`config.mk`:
```
export PLATFORM = sky130hd
export DESIGN_NAME = virtio_mmio_block_register_file_top
export DESIGN_NICKNAME = d
export VERILOG_FILES = /design/src/design/vmblk_pkg.sv /design/src/design/vmblk_core.sv /design/src/design/virtio_mmio_block_register_file_top.sv
export SDC_FILE = /design/constraint.sdc
export NUM_CORES = 1
export LEC_CHECK = 0
export ABC_AREA = 0
export ABC_CLOCK_PERIOD_IN_PS = 16400
export BUFFER_PORTS_ARGS = -buffer_cell sky130_fd_sc_hd__buf_2
export CELL_PAD_IN_SITES_DETAIL_PLACEMENT = 0
export CELL_PAD_IN_SITES_GLOBAL_PLACEMENT = 2
export CORE_AREA = 2 2 281 283
export DETAILED_ROUTE_END_ITERATION = 6
export DIE_AREA = 0 0 283 285
export GPL_TIMING_DRIVEN = 0
export PLACE_DENSITY_LB_ADDON = 0.1
export RECOVER_POWER = 50
export SYNTH_ARGS = -nofsm -noshare
export SYNTH_HDL_FRONTEND = slang
export SYNTH_HIERARCHICAL = 1
export SYNTH_SLANG_ARGS = --single-unit
```
`constraint.sdc`:
```
create_clock -name aclk -period 16.4 [get_ports aclk]
set_input_delay 1.64 -clock aclk [delete_from_list [all_inputs] [get_ports aclk]]
set_output_delay 1.64 -clock aclk [all_outputs]
set_load 0.02 [all_outputs]
```
`src/design/vmblk_pkg.sv`:
```
// shared types, register offsets and constants of the virtio-mmio block register file
package vmblk_pkg;

    localparam int QUEUE_SIZE_MAX = 64;
    localparam int QLEN_W         = $clog2(QUEUE_SIZE_MAX + 1);

    localparam int S_TDATA_W = 48;
    localparam int M_TDATA_W = 240;
    localparam int CFG_W     = 48;
    localparam int CAP_W     = 48;

    localparam logic [31:0] MAGIC_VALUE  = 32'h7472_6976;
    localparam logic [31:0] VENDOR_VALUE = 32'h5853_5959;
    localparam logic [31:0] MMIO_VERSION = 32'd2;
    localparam logic [31:0] BLK_DEV_ID   = 32'd2;
    localparam logic [31:0] STAT_FEAT_OK = 32'h0000_0008;
    localparam logic [31:0] SECTOR_BYTES = 32'd512;
    localparam logic [31:0] INT_USED     = 32'h0000_0001;
    localparam logic [31:0] FEAT_WORD0   = 32'h1000_0240;
    localparam logic [31:0] FEAT_WORD1   = 32'h0000_0001;

    // register offsets in the 4 KiB window
    localparam logic [11:0] OFF_MAGIC      = 12'h000;
    localparam logic [11:0] OFF_VERSION    = 12'h004;
    localparam logic [11:0] OFF_DEVICE_ID  = 12'h008;
    localparam logic [11:0] OFF_VENDOR_ID  = 12'h00c;
    localparam logic [11:0] OFF_DEV_FEAT   = 12'h010;
    localparam logic [11:0] OFF_DEV_FSEL   = 12'h014;
    localparam logic [11:0] OFF_DRV_FEAT   = 12'h020;
    localparam logic [11:0] OFF_DRV_FSEL   = 12'h024;
    localparam logic [11:0] OFF_QSEL       = 12'h030;
    localparam logic [11:0] OFF_QUEUE_MAX  = 12'h034;
    localparam logic [11:0] OFF_QUEUE_NUM  = 12'h038;
    localparam logic [11:0] OFF_QUEUE_RDY  = 12'h044;
    localparam logic [11:0] OFF_NOTIFY     = 12'h050;
    localparam logic [11:0] OFF_INT_STAT   = 12'h060;
    localparam logic [11:0] OFF_INT_ACK    = 12'h064;
    localparam logic [11:0] OFF_STATUS     = 12'h070;
    localparam logic [11:0] OFF_DESC_LO    = 12'h080;
    localparam logic [11:0] OFF_DESC_HI    = 12'h084;
    localparam logic [11:0] OFF_AVAIL_LO   = 12'h090;
    localparam logic [11:0] OFF_AVAIL_HI   = 12'h094;
    localparam logic [11:0] OFF_USED_LO    = 12'h0a0;
    localparam logic [11:0] OFF_USED_HI    = 12'h0a4;
    localparam logic [11:0] OFF_CFG_GEN    = 12'h0fc;
    localparam logic [11:0] OFF_CAP_LO     = 12'h100;
    localparam logic [11:0] OFF_CAP_HI     = 12'h104;
    localparam logic [11:0] OFF_BLK_SIZE   = 12'h114;

    // configuration register indexes
    localparam logic CFG_DISK_PRESENT = 1'b0;
    localparam logic CFG_CAPACITY     = 1'b1;

    typedef enum logic [1:0] {
        CMD_READ  = 2'd0,
        CMD_WRITE = 2'd1,
        CMD_USED  = 2'd2
    } vmblk_cmd_t;

    typedef struct packed {
        vmblk_cmd_t  cmd;
        logic [11:0] reg_offset;
        logic [31:0] write_data;
        logic        no_interrupt;
    } vmblk_req_t;

    typedef struct packed {
        logic [31:0]       read_data;
        logic              irq_line;
        logic              notify_pulse;
        logic              queue_enabled;
        logic [QLEN_W-1:0] queue_length;
        logic [63:0]       desc_ring_base;
        logic [63:0]       avail_ring_base;
        logic [63:0]       used_ring_base;
    } vmblk_result_t;

    function automatic logic [31:0] offered_features(input logic [31:0] sel);
        logic [31:0] f;
        f = 32'd0;
        if (sel == 32'd0) f = FEAT_WORD0;
        else if (sel == 32'd1) f = FEAT_WORD1;
        return f;
    endfunction

endpackage

```
`src/design/vmblk_core.sv`:
```
// device register state, access decode and per-transfer update
module vmblk_core (
    input  logic                     aclk,
    input  logic                     aresetn,
    input  logic                     fire,
    input  vmblk_pkg::vmblk_req_t    req,
    input  logic                     disk_present,
    input  logic [vmblk_pkg::CAP_W-1:0] capacity_sectors,
    output vmblk_pkg::vmblk_result_t result
);
    import vmblk_pkg::*;

    logic [31:0]       dev_fsel_reg, dev_fsel_next;
    logic [31:0]       drv_fsel_reg, drv_fsel_next;
    logic [31:0]       drv_feat_reg [2];
    logic [31:0]       drv_feat_next [2];
    logic [31:0]       qsel_reg, qsel_next;
    logic [QLEN_W-1:0] queue_size_reg, queue_size_next;
    logic              queue_ready_reg, queue_ready_next;
    logic [63:0]       desc_addr_reg, desc_addr_next;
    logic [63:0]       avail_addr_reg, avail_addr_next;
    logic [63:0]       used_addr_reg, used_addr_next;
    logic              irq_status_reg, irq_status_next;
    logic [31:0]       dev_status_reg, dev_status_next;

    logic [31:0] rd;
    logic        pulse;
    logic        q0;
    logic        bad_feat;
    logic [31:0] v;

    assign q0 = (qsel_reg == 32'd0);
    assign v  = req.write_data;
    assign bad_feat = ((drv_feat_reg[0] & ~offered_features(32'd0)) != 32'd0) ||
                      ((drv_feat_reg[1] & ~offered_features(32'd1)) != 32'd0);

    always_comb begin
        dev_fsel_next    = dev_fsel_reg;
        drv_fsel_next    = drv_fsel_reg;
        drv_feat_next[0] = drv_feat_reg[0];
        drv_feat_next[1] = drv_feat_reg[1];
        qsel_next        = qsel_reg;
        queue_size_next  = queue_size_reg;
        queue_ready_next = queue_ready_reg;
        desc_addr_next   = desc_addr_reg;
        avail_addr_next  = avail_addr_reg;
        used_addr_next   = used_addr_reg;
        irq_status_next  = irq_status_reg;
        dev_status_next  = dev_status_reg;
        rd    = 32'd0;
        pulse = 1'b0;

        case (req.cmd)
            CMD_READ: begin
                case (req.reg_offset)
                    OFF_MAGIC:     rd = MAGIC_VALUE;
                    OFF_VERSION:   rd = MMIO_VERSION;
                    OFF_DEVICE_ID: rd = disk_present ? BLK_DEV_ID : 32'd0;
                    OFF_VENDOR_ID: rd = VENDOR_VALUE;
                    OFF_DEV_FEAT:  rd = offered_features(dev_fsel_reg);
                    OFF_DEV_FSEL:  rd = dev_fsel_reg;
                    OFF_DRV_FSEL:  rd = drv_fsel_reg;
                    OFF_QSEL:      rd = qsel_reg;
                    OFF_QUEUE_MAX: rd = q0 ? 32'(QUEUE_SIZE_MAX) : 32'd0;
                    OFF_QUEUE_NUM: rd = 32'(queue_size_reg);
                    OFF_QUEUE_RDY: rd = {31'd0, queue_ready_reg};
                    OFF_INT_STAT:  rd = {31'd0, irq_status_reg};
                    OFF_STATUS:    rd = dev_status_reg;
                    OFF_DESC_LO:   rd = desc_addr_reg[31:0];
                    OFF_DESC_HI:   rd = desc_addr_reg[63:32];
                    OFF_AVAIL_LO:  rd = avail_addr_reg[31:0];
                    OFF_AVAIL_HI:  rd = avail_addr_reg[63:32];
                    OFF_USED_LO:   rd = used_addr_reg[31:0];
                    OFF_USED_HI:   rd = used_addr_reg[63:32];
                    OFF_CFG_GEN:   rd = 32'd0;
                    OFF_CAP_LO:    rd = capacity_sectors[31:0];
                    OFF_CAP_HI:    rd = 32'(capacity_sectors[CAP_W-1:32]);
                    OFF_BLK_SIZE:  rd = SECTOR_BYTES;
                    default:       rd = 32'd0;
                endcase
            end
            CMD_WRITE: begin
                case (req.reg_offset)
                    OFF_DEV_FSEL: dev_fsel_next = v;
                    OFF_DRV_FEAT: begin
                        if (drv_fsel_reg < 32'd2) drv_feat_next[drv_fsel_reg[0]] = v;
                    end
                    OFF_DRV_FSEL: drv_fsel_next = v;
                    OFF_QSEL:     qsel_next = v;
                    OFF_QUEUE_NUM: begin
                        if (q0) begin
                            queue_size_next = (v <= 32'(QUEUE_SIZE_MAX)) ? v[QLEN_W-1:0]
                                                                         : QLEN_W'(QUEUE_SIZE_MAX);
                        end
                    end
                    OFF_QUEUE_RDY: if (q0) queue_ready_next = v[0];
                    OFF_NOTIFY:    pulse = (v == 32'd0);
                    OFF_INT_ACK:   if ((v & INT_USED) != 32'd0) irq_status_next = 1'b0;
                    OFF_STATUS: begin
                        if (v == 32'd0) begin
                            // device reset: everything back to power-up values
                            dev_fsel_next    = 32'd0;
                            drv_fsel_next    = 32'd0;
                            drv_feat_next[0] = 32'd0;
                            drv_feat_next[1] = 32'd0;
                            qsel_next        = 32'd0;
                            queue_size_next  = '0;
                            queue_ready_next = 1'b0;
                            desc_addr_next   = 64'd0;
                            avail_addr_next  = 64'd0;
                            used_addr_next   = 64'd0;
                            irq_status_next  = 1'b0;
                            dev_status_next  = 32'd0;
                        end else if (((v & STAT_FEAT_OK) != 32'd0) && bad_feat) begin
                            dev_status_next = v & ~STAT_FEAT_OK;
                        end else begin
                            dev_status_next = v;
                        end
                    end
                    OFF_DESC_LO:  if (q0) desc_addr_next[31:0]   = v;
                    OFF_DESC_HI:  if (q0) desc_addr_next[63:32]  = v;
                    OFF_AVAIL_LO: if (q0) avail_addr_next[31:0]  = v;
                    OFF_AVAIL_HI: if (q0) avail_addr_next[63:32] = v;
                    OFF_USED_LO:  if (q0) used_addr_next[31:0]   = v;
                    OFF_USED_HI:  if (q0) used_addr_next[63:32]  = v;
                    default: ;
                endcase
            end
            CMD_USED: begin
                if (!req.no_interrupt) irq_status_next = 1'b1;
            end
            default: ;
        endcase
    end

    always_ff @(posedge aclk) begin
        if (!aresetn) begin
            dev_fsel_reg    <= 32'd0;
            drv_fsel_reg    <= 32'd0;
            drv_feat_reg[0] <= 32'd0;
            drv_feat_reg[1] <= 32'd0;
            qsel_reg        <= 32'd0;
            queue_size_reg  <= '0;
            queue_ready_reg <= 1'b0;
            desc_addr_reg   <= 64'd0;
            avail_addr_reg  <= 64'd0;
            used_addr_reg   <= 64'd0;
            irq_status_reg  <= 1'b0;
            dev_status_reg  <= 32'd0;
        end else if (fire) begin
            dev_fsel_reg    <= dev_fsel_next;
            drv_fsel_reg    <= drv_fsel_next;
            drv_feat_reg[0] <= drv_feat_next[0];
            drv_feat_reg[1] <= drv_feat_next[1];
            qsel_reg        <= qsel_next;
            queue_size_reg  <= queue_size_next;
            queue_ready_reg <= queue_ready_next;
            desc_addr_reg   <= desc_addr_next;
            avail_addr_reg  <= avail_addr_next;
            used_addr_reg   <= used_addr_next;
            irq_status_reg  <= irq_status_next;
            dev_status_reg  <= dev_status_next;
        end
    end

    // result reflects the state after this transfer
    always_comb begin
        result.read_data       = rd;
        result.irq_line        = irq_status_next;
        result.notify_pulse    = pulse;
        result.queue_enabled   = queue_ready_next;
        result.queue_length    = queue_size_next;
        result.desc_ring_base  = desc_addr_next;
        result.avail_ring_base = avail_addr_next;
        result.used_ring_base  = used_addr_next;
    end

endmodule

```
`src/design/virtio_mmio_block_register_file_top.sv`:
```
// Register file of a minimal version-2 virtio-mmio block device with one queue.
//
// Input stream: one register access or queue-engine event per transfer.
//   s_axis_tuser carries the command (read, write, used-buffer completion);
//   s_axis_tdata carries offset, write data and the no-interrupt flag.
// Output stream: exactly one result per input transfer, holding the read
//   data, interrupt line, notify pulse and the current queue setup.
// Configuration: cfg_we/cfg_index/cfg_wdata write disk_present (index 0)
//   and capacity_sectors (index 1).
//
// The device state updates at the input transfer and the result sits in the
// output register on the next cycle. Throughput is one transfer per cycle
// while the receiver does not stall; decode and update are single-level logic
// between the input handshake and the output register.
// While the receiver stalls, the output register holds its result and the
// input stalls too; s_axis_tready is high whenever the output register is
// empty or being drained in the same cycle.
// Synchronous reset clears all device registers, the configuration
// registers and the output valid flag.
module virtio_mmio_block_register_file_top (
    input  logic                              aclk,
    input  logic                              aresetn,
    input  logic                              s_axis_tvalid,
    output logic                              s_axis_tready,
    // reg_offset[11:0], write_data[43:12], no_interrupt[44], zero pad
    input  logic [vmblk_pkg::S_TDATA_W-1:0]   s_axis_tdata,
    // cmd[1:0]
    input  logic [1:0]                        s_axis_tuser,
    output logic                              m_axis_tvalid,
    input  logic                              m_axis_tready,
    // read_data[31:0], irq_line[32], notify_pulse[33], queue_enabled[34],
    // queue_length[41:35], desc_ring_base[105:42], avail_ring_base[169:106],
    // used_ring_base[233:170], zero pad
    output logic [vmblk_pkg::M_TDATA_W-1:0]   m_axis_tdata,
    input  logic                              cfg_we,
    input  logic                              cfg_index,
    input  logic [vmblk_pkg::CFG_W-1:0]       cfg_wdata
);
    import vmblk_pkg::*;

    localparam int RES_W = $bits(vmblk_result_t);

    logic                 disk_present_reg;
    logic [CAP_W-1:0]     capacity_reg;
    logic                 m_valid_reg;
    logic [M_TDATA_W-1:0] m_data_reg;
    logic [M_TDATA_W-1:0] m_data_next;
    logic                 fire;
    vmblk_req_t           req;
    vmblk_result_t        result;

    assign s_axis_tready = !m_valid_reg || m_axis_tready;
    assign fire          = s_axis_tvalid && s_axis_tready;

    assign req.cmd          = vmblk_cmd_t'(s_axis_tuser);
    assign req.reg_offset   = s_axis_tdata[11:0];
    assign req.write_data   = s_axis_tdata[43:12];
    assign req.no_interrupt = s_axis_tdata[44];

    vmblk_core u_core (
        .aclk             (aclk),
        .aresetn          (aresetn),
        .fire             (fire),
        .req              (req),
        .disk_present     (disk_present_reg),
        .capacity_sectors (capacity_reg),
        .result           (result)
    );

    always_comb begin
        m_data_next = '0;
        m_data_next[31:0]    = result.read_data;
        m_data_next[32]      = result.irq_line;
        m_data_next[33]      = result.notify_pulse;
        m_data_next[34]      = result.queue_enabled;
        m_data_next[41:35]   = result.queue_length;
        m_data_next[105:42]  = result.desc_ring_base;
        m_data_next[169:106] = result.avail_ring_base;
        m_data_next[233:170] = result.used_ring_base;
    end

    always_ff @(posedge aclk) begin
        if (!aresetn) begin
            disk_present_reg <= 1'b0;
            capacity_reg     <= '0;
        end else if (cfg_we) begin
            case (cfg_index)
                CFG_DISK_PRESENT: disk_present_reg <= cfg_wdata[0];
                CFG_CAPACITY:     capacity_reg     <= cfg_wdata[CAP_W-1:0];
                default: ;
            endcase
        end
    end

    always_ff @(posedge aclk) begin
        if (!aresetn) begin
            m_valid_reg <= 1'b0;
        end else if (fire) begin
            m_valid_reg <= 1'b1;
        end else if (m_axis_tready) begin
            m_valid_reg <= 1'b0;
        end
    end

    always_ff @(posedge aclk) begin
        if (fire) begin
            m_data_reg <= m_data_next;
        end
    end

    assign m_axis_tvalid = m_valid_reg;
    assign m_axis_tdata  = m_data_reg;

    // result struct must fit the packed output word
    if (RES_W > M_TDATA_W) begin : g_width_check
        $error("result wider than output bus");
    end

endmodule

```
Word level (Yosys, flattened, before mapping)
Memory sizes are Yosys's and may differ from the RTL's.
Index checks and enable logic that the tools add are counted.

storage, ports and cells
  memories = 1
  bits in writable memories = 64
  flip-flop bits (word level) = 613
  bits in latches = 0
  bits of input ports = 104
  output and inout bits = 242
  ROM bits = 0
  word-level logic and storage cells = 135

operators by class
  divide/modulo/power cells = 0
  shift-type cells = 0
  multipliers = 0
  equal/unequal tests = 28
  magnitude comparators = 4
  $add $sub $neg = 0
  multiplexer cells = 58
  reductions and logical operators = 24
  bitwise operators = 4

memories
  name                 words  width  rd ports  clocked after memory_dff  wr ports  line              source
  u_core.drv_feat_reg  2      32     2         0                         2         vmblk_core.sv:15  logic [31:0] drv_feat_reg [2];

operator list
  operator                                                         count
  one-hot mux 32 bit (22 select lines)                             1
  2-to-1 mux 64 bit                                                9
  one-hot mux 32 bit (2 select lines)                              9
  2-to-1 mux 32 bit                                                12
  one-hot mux 64 bit (2 select lines)                              1
  zero test 32 bit                                                 3
  == test 12 x 8 -> 1 bit, second input constant                   6
  bitwise mux 64 bit                                               1
  nonzero test 32 bit                                              2
  == test 12 x 6 -> 1 bit, second input constant                   5
  == test 12 x 7 -> 1 bit, second input constant                   5
  == test 12 x 9 -> 1 bit, second input constant                   3
  2-to-1 mux 7 bit                                                 5
  demux 32 bit (select 1 bit)                                      1
  == test 32 x 1 -> 1 bit, second input constant                   1
  less-or-equal comparator 32 x 7 -> 1 bit, second input constant  1
  less-than comparator 32 x 2 -> 1 bit, second input constant      1
  == test 12 x 4 -> 1 bit, second input constant                   2
  == test 12 x 5 -> 1 bit, second input constant                   2
  one-hot mux 7 bit (2 select lines)                               1
  2-to-1 mux 1 bit                                                 13
  == test 12 x 3 -> 1 bit, second input constant                   1
  zero test 12 bit                                                 1
  AND reduction 4 bit                                              3
  other kinds (18)                                                 29

Longest topological paths before layout
  word-level depth = 10
  gate-level depth with buffers = 10
  mapped depth without buffers = 8

By module
The synthesis kept the hierarchy.

modules (own cells, without submodules)
  module                               times used  cells each  sequential area each (µm²)  area each (µm²)
  vmblk_core                           1           2403        8388.0                      20151.8
  virtio_mmio_block_register_file_top  1           469         8027.7                      9096.2

Worst setup path before layout
Ideal clock, no wire load.

  kind = input to register
  start = in m_axis_tready
  end = mem u_core.drv_feat_reg[0][0] (enable)
  path buffers = 0
  arrival = 12.488 ns
  stages = 5
  slack = 3.351 ns
  cell sequence = nand2b_1 -> and2_1 -> and2_1 -> o21ai_0 -> o21ai_0

RTL lines
  item                line                                       source
  start: declaration  virtio_mmio_block_register_file_top.sv:30  input logic m_axis_tready,
  end: declaration    vmblk_core.sv:15

Worst setup path in the final report
  start = in m_axis_tready
  end = reg u_core.used_addr_reg[40]

between the ends
  word-level cells in the longest chain between the ends = 2

ends and longest elaborated chain
  item                    line                                       source
  logical OR 1 bit        virtio_mmio_block_register_file_top.sv:52  assign s_axis_tready = !m_valid_reg || m_axis_tready;
  logical AND 1 bit       virtio_mmio_block_register_file_top.sv:53  assign fire = s_axis_tvalid && s_axis_tready;
  via fire                virtio_mmio_block_register_file_top.sv:48  logic fire;
  end signal: assignment  vmblk_core.sv:160                          used_addr_reg <= used_addr_next;
  end: declaration        vmblk_core.sv:22                           logic [63:0] used_addr_reg, used_addr_next;

The timed path passes the listed nets, and every way through them passes these cells.
A chain may end at the register's enable or synchronous reset.

==> results.md <==
Worst setup path:
- The largest stage delay on the critical path is 2.31 ns.
- Of all nets on the critical path, the largest fanout is 55.
- The slowest library cell on the worst path is clkbuf_1.
- Walking the worst path, the cells encountered are buf_2 -> nand2b_1 -> and2_0 -> clkbuf_1 -> nand2_1 -> nor4_1 -> nand2_1 -> nor3_1 -> clkbuf_1 -> a22o_1.
- STA classifies the critical path startpoint as a primary input.
- The data required time of the worst path is between 15 and 20 ns.
- STA classifies the critical path endpoint as a flop.
- The logic depth of the worst register-to-register path is 9.
- STA puts the critical path data arrival time at 9.35 ns.
- The class of the most critical setup path is in -> reg.

GRT:
- For this run the aggregate overflow at the end of global routing stands at 0.
- Entering global routing, the biggest net connects 81 pins.
- The number of global-route vias before repair is 26100.
- The first global-routing pass estimated 207000 µm of wire.
- Global routing used 36.2% of the available tracks.
- The initial antenna violation count is 9.

Power and ir drop:
- The power per unit of standard cell area is 111 nW/µm².
- IR analysis of the VDD net gives a maximum drop of 0.0935 mV.
- For this design the static power due to leakage is 11.9 nW.

Synth:
- The area of the mapped netlist is 29200 µm².
- The share of flip-flops with an asynchronous set or reset after synthesis is 0%.
- The post-synthesis sequential area ratio is a little under three fifths.
- The synthesized design devotes to its leading area cell type 30.2% of total area.
- The most numerous cell in the Yosys netlist is nand2_1.
- The top cell type by total area after synthesis is edfxtp_1.
- The Yosys step of the flow raised 6 warnings.
- The number of synthesized flops with an enable pin is 294.
- Yosys attributes the largest share of cell area to edfxtp_1 (30%), dfxtp_1 (26%), a22o_1 (8.6%).
- Counting instances in the post-synthesis netlist gives the leading cell types as nand2_1 (461), dfxtp_1 (379), edfxtp_1 (294), a22o_1 (286), clkbuf_1 (254).
- The predominant post-synthesis flop cell is dfxtp_1.
- The post-synthesis sequential element count is 673.
- A synthesized cell averages 10.2 µm².
- The gate count of the mapped netlist is 2872.
- The number of distinct library cell variants in the gate-level netlist after synthesis is 68.

STA:
- The slew at the pin closest to its max-slew limit is around 4.1 ns.
- Subtracting the final worst setup slack from the clock period gives 8.79 ns.
- The final-report max-slew violation count is around 280.
- Setup repair after global routing left no endpoint under its margin.
- The smallest hold slack is 0.456 ns.
- The setup clock skew after layout is between 0.02 and 0.025 ns.
- The number of hold violations in the final report is 0.
- Setup violations remaining at the end of the flow were counted as 0.
- The final critical path takes up between 50 and 60% of the cycle.
- In this run the tightest slew margin relative to its limit is -173%.
- For this run, the top clock speed supported by timing is 114 MHz.

Route:
- The detailed router placed 27900 vias in this run.
- The wire length after detailed routing is 151000 µm.
- Using the TritonRoute via totals, the vias-per-cell ratio works out to 6.31.
- The met1 wire length is 62200 µm.
- The routed length on met3 is 14800 µm.
- After detailed routing, the average wire length per cell comes to approximately 34 µm.
- Wire segments on met2 add up to 66500 µm in the final route.
- The remaining number of nets flagged by the antenna check after routing is 0.
- The count of routing violations after the opening detailed-route iteration is 4037.
- The uppermost signal routing layer after detailed routing is met5.
- The number of remaining DRC errors is 0.
- The first TritonRoute pass finished after 6 iterations.

Clock network:
- The clock transition at the registers of the reported paths is 0.06 ns.
- The CTS tree is built.
- The number of setup buffers added after CTS is 0.
- At the later pin of the worst-skew pair, clock insertion delay measures around 0.65 ns.
- The quantity of gates resized following cts is 0.
- In this run, CTS created clock tree buffers numbering 78.
- The tree built by TritonCTS fans out to 673 sinks.
- The maximum number of buffers from clock root to sink is 3.
- CTS placed an instance of clkbuf_16 at the clock tree root.
- The number of hold buffers added after CTS is 0.
- In this run the number of H-tree levels came out at 3.

Place:
- Once placement finished, the instance area stood at 32500 µm².
- The final RePlAce weighted congestion is 0.976.
- The post-detailed-placement half-perimeter wirelength is 114000 µm.
- The number of port buffers is 329.

Floorplanning:
- The total die area is around 81000 µm².
- The floorplan has about 100 rows.
- From bottom edge to top edge, the die measures 285 µm.
- The initial core utilization is ~38%.
- The die is 283 µm wide.
- 346 I/O pins were placed.
- The floorplan step defined a core boundary enclosing 78000 µm².

Cells and area:
- For this run, the post-layout net count is ~3400.
- In the final layout, the share of cells above drive strength 1 is 8.85%.
- The layout-stage area growth over the synthesis result is 18.8%.
- The flip-flop count of the largest register, all copies and words added is 234.
- The total non-filler cell area in the finished layout is 34800 µm².

Run:
- Max-cap violations in this run came to 8.

Run status:
- The checks that failed: capacitance limit, slew limit.
- The run finished, with violations left.

Worst hold path:
- The type of the tightest min-delay check is reg -> reg.
- Along the worst hold path, the cell count comes to 2.
area by class of cell:
cell class,instances,area [µm²]
fill,7690,43200
sequential,673,16400
multi-input combinational,1881,11500
clock buffer,108,2230
timing repair buffer,346,1520
tap,1050,1310
buffer,312,1270
clock inverter,37,433
inverter,11,41.3
antenna,3,7.51
final timing paths:
kind / from / to / slack, ns
worst min-delay path: u_core/dev_status_reg[27]$_SDFFE_PN0P_ / u_core/dev_status_reg[27]$_SDFFE_PN0P_ / 0.46
worst max register to register: m_axis_tvalid$_SDFFE_PN0P_ / u_core/used_addr_reg[40]$_SDFFE_PN0P_ / 8.40
worst max-delay path: m_axis_tready / u_core/used_addr_reg[40]$_SDFFE_PN0P_ / 7.61
worst min register to register: u_core/dev_status_reg[27]$_SDFFE_PN0P_ / u_core/dev_status_reg[27]$_SDFFE_PN0P_ / 0.46
cells in the final DEF (no fill, tap or decap), types with 6 or more instances in the layout:
cell	instances
nand2b_1	11
conb_1	6
mux2i_1	62
o21a_1	8
a31oi_1	52
dfxtp_1	379
nor4_1	51
nor3_2	6
buf_6	8
clkbuf_1	520
buf_4	15
a21oi_1	89
a221oi_1	32
edfxtp_1	294
inv_1	10
a211oi_1	18
buf_2	116
or4_1	6
a22o_1	286
a21boi_0	22
nor3_1	25
bufinv_16	6
a22oi_1	88
a222oi_1	44
clkbuf_8	12
nor2_1	93
clkinv_2	12
or3_1	6
nor2b_1	7
nand3_1	63
a221o_1	9
nand2_1	461
o31ai_1	18
and3_1	48
nor4_2	6
clkbuf_16	80
nand4_1	58
o21ai_0	241
buf_1	8
through the flow:
stage          setup TNS (ns)  setup WS (ns)  instances  total power [mW]  util [%]
5_1_grt                     0           6.91       4418              3.95      44.6
4_1_cts                     0           9.59       4417              3.88      45.2
3_3_place_gp           -58.21         -0.974       4256              2.09      41.3
6_report                    0           7.61       4421              3.86      44.6
3_5_place_dp                0           8.93       4272              2.09      41.7
2_1_floorplan               0           3.35       2877              1.97         -
layer usage:
metal  up-vias  track usage (%)
met5         -                0
met4        10             15.5
met3       327             7.03
met2      1809             55.8
met1     14000             49.7
li1      11800                -
cells by family (layout without fill, tap and decap cells):
logic type                 Yosys count  count (layout)  synth area share [%]
DFF                                673             673                  56.1
AOI/OAI and AO/OA                  942             942                  23.3
muxes                               62              62                  2.12
other                                1               9                0.0128
buffers and inverters              323             814                  4.59
and+or+nand+nor                    868             868                  13.8
adders and majority gates            3               3                 0.128
power breakdown:
| part | internal [mW] | total, mW | switching, mW | leakage (nW) |
|---|---|---|---|---|
| clock network | 1.06 | 1.81 | 0.749 | 1.30 |
| registers | 1.79 | 1.81 | 0.0208 | 6.06 |
| logic | 0.0471 | 0.238 | 0.191 | 4.57 |
| total | 2.90 | 3.86 | 0.961 | 11.9 |
critical path, delay by kind of cell:
family,cells,cell delay (ns)
AO/OA/AOI/OAI,1,0.22
buffers and inverters,3,2.91
AND/OR/NAND/NOR,6,4.52
Power figures use the tool's default switching activity.
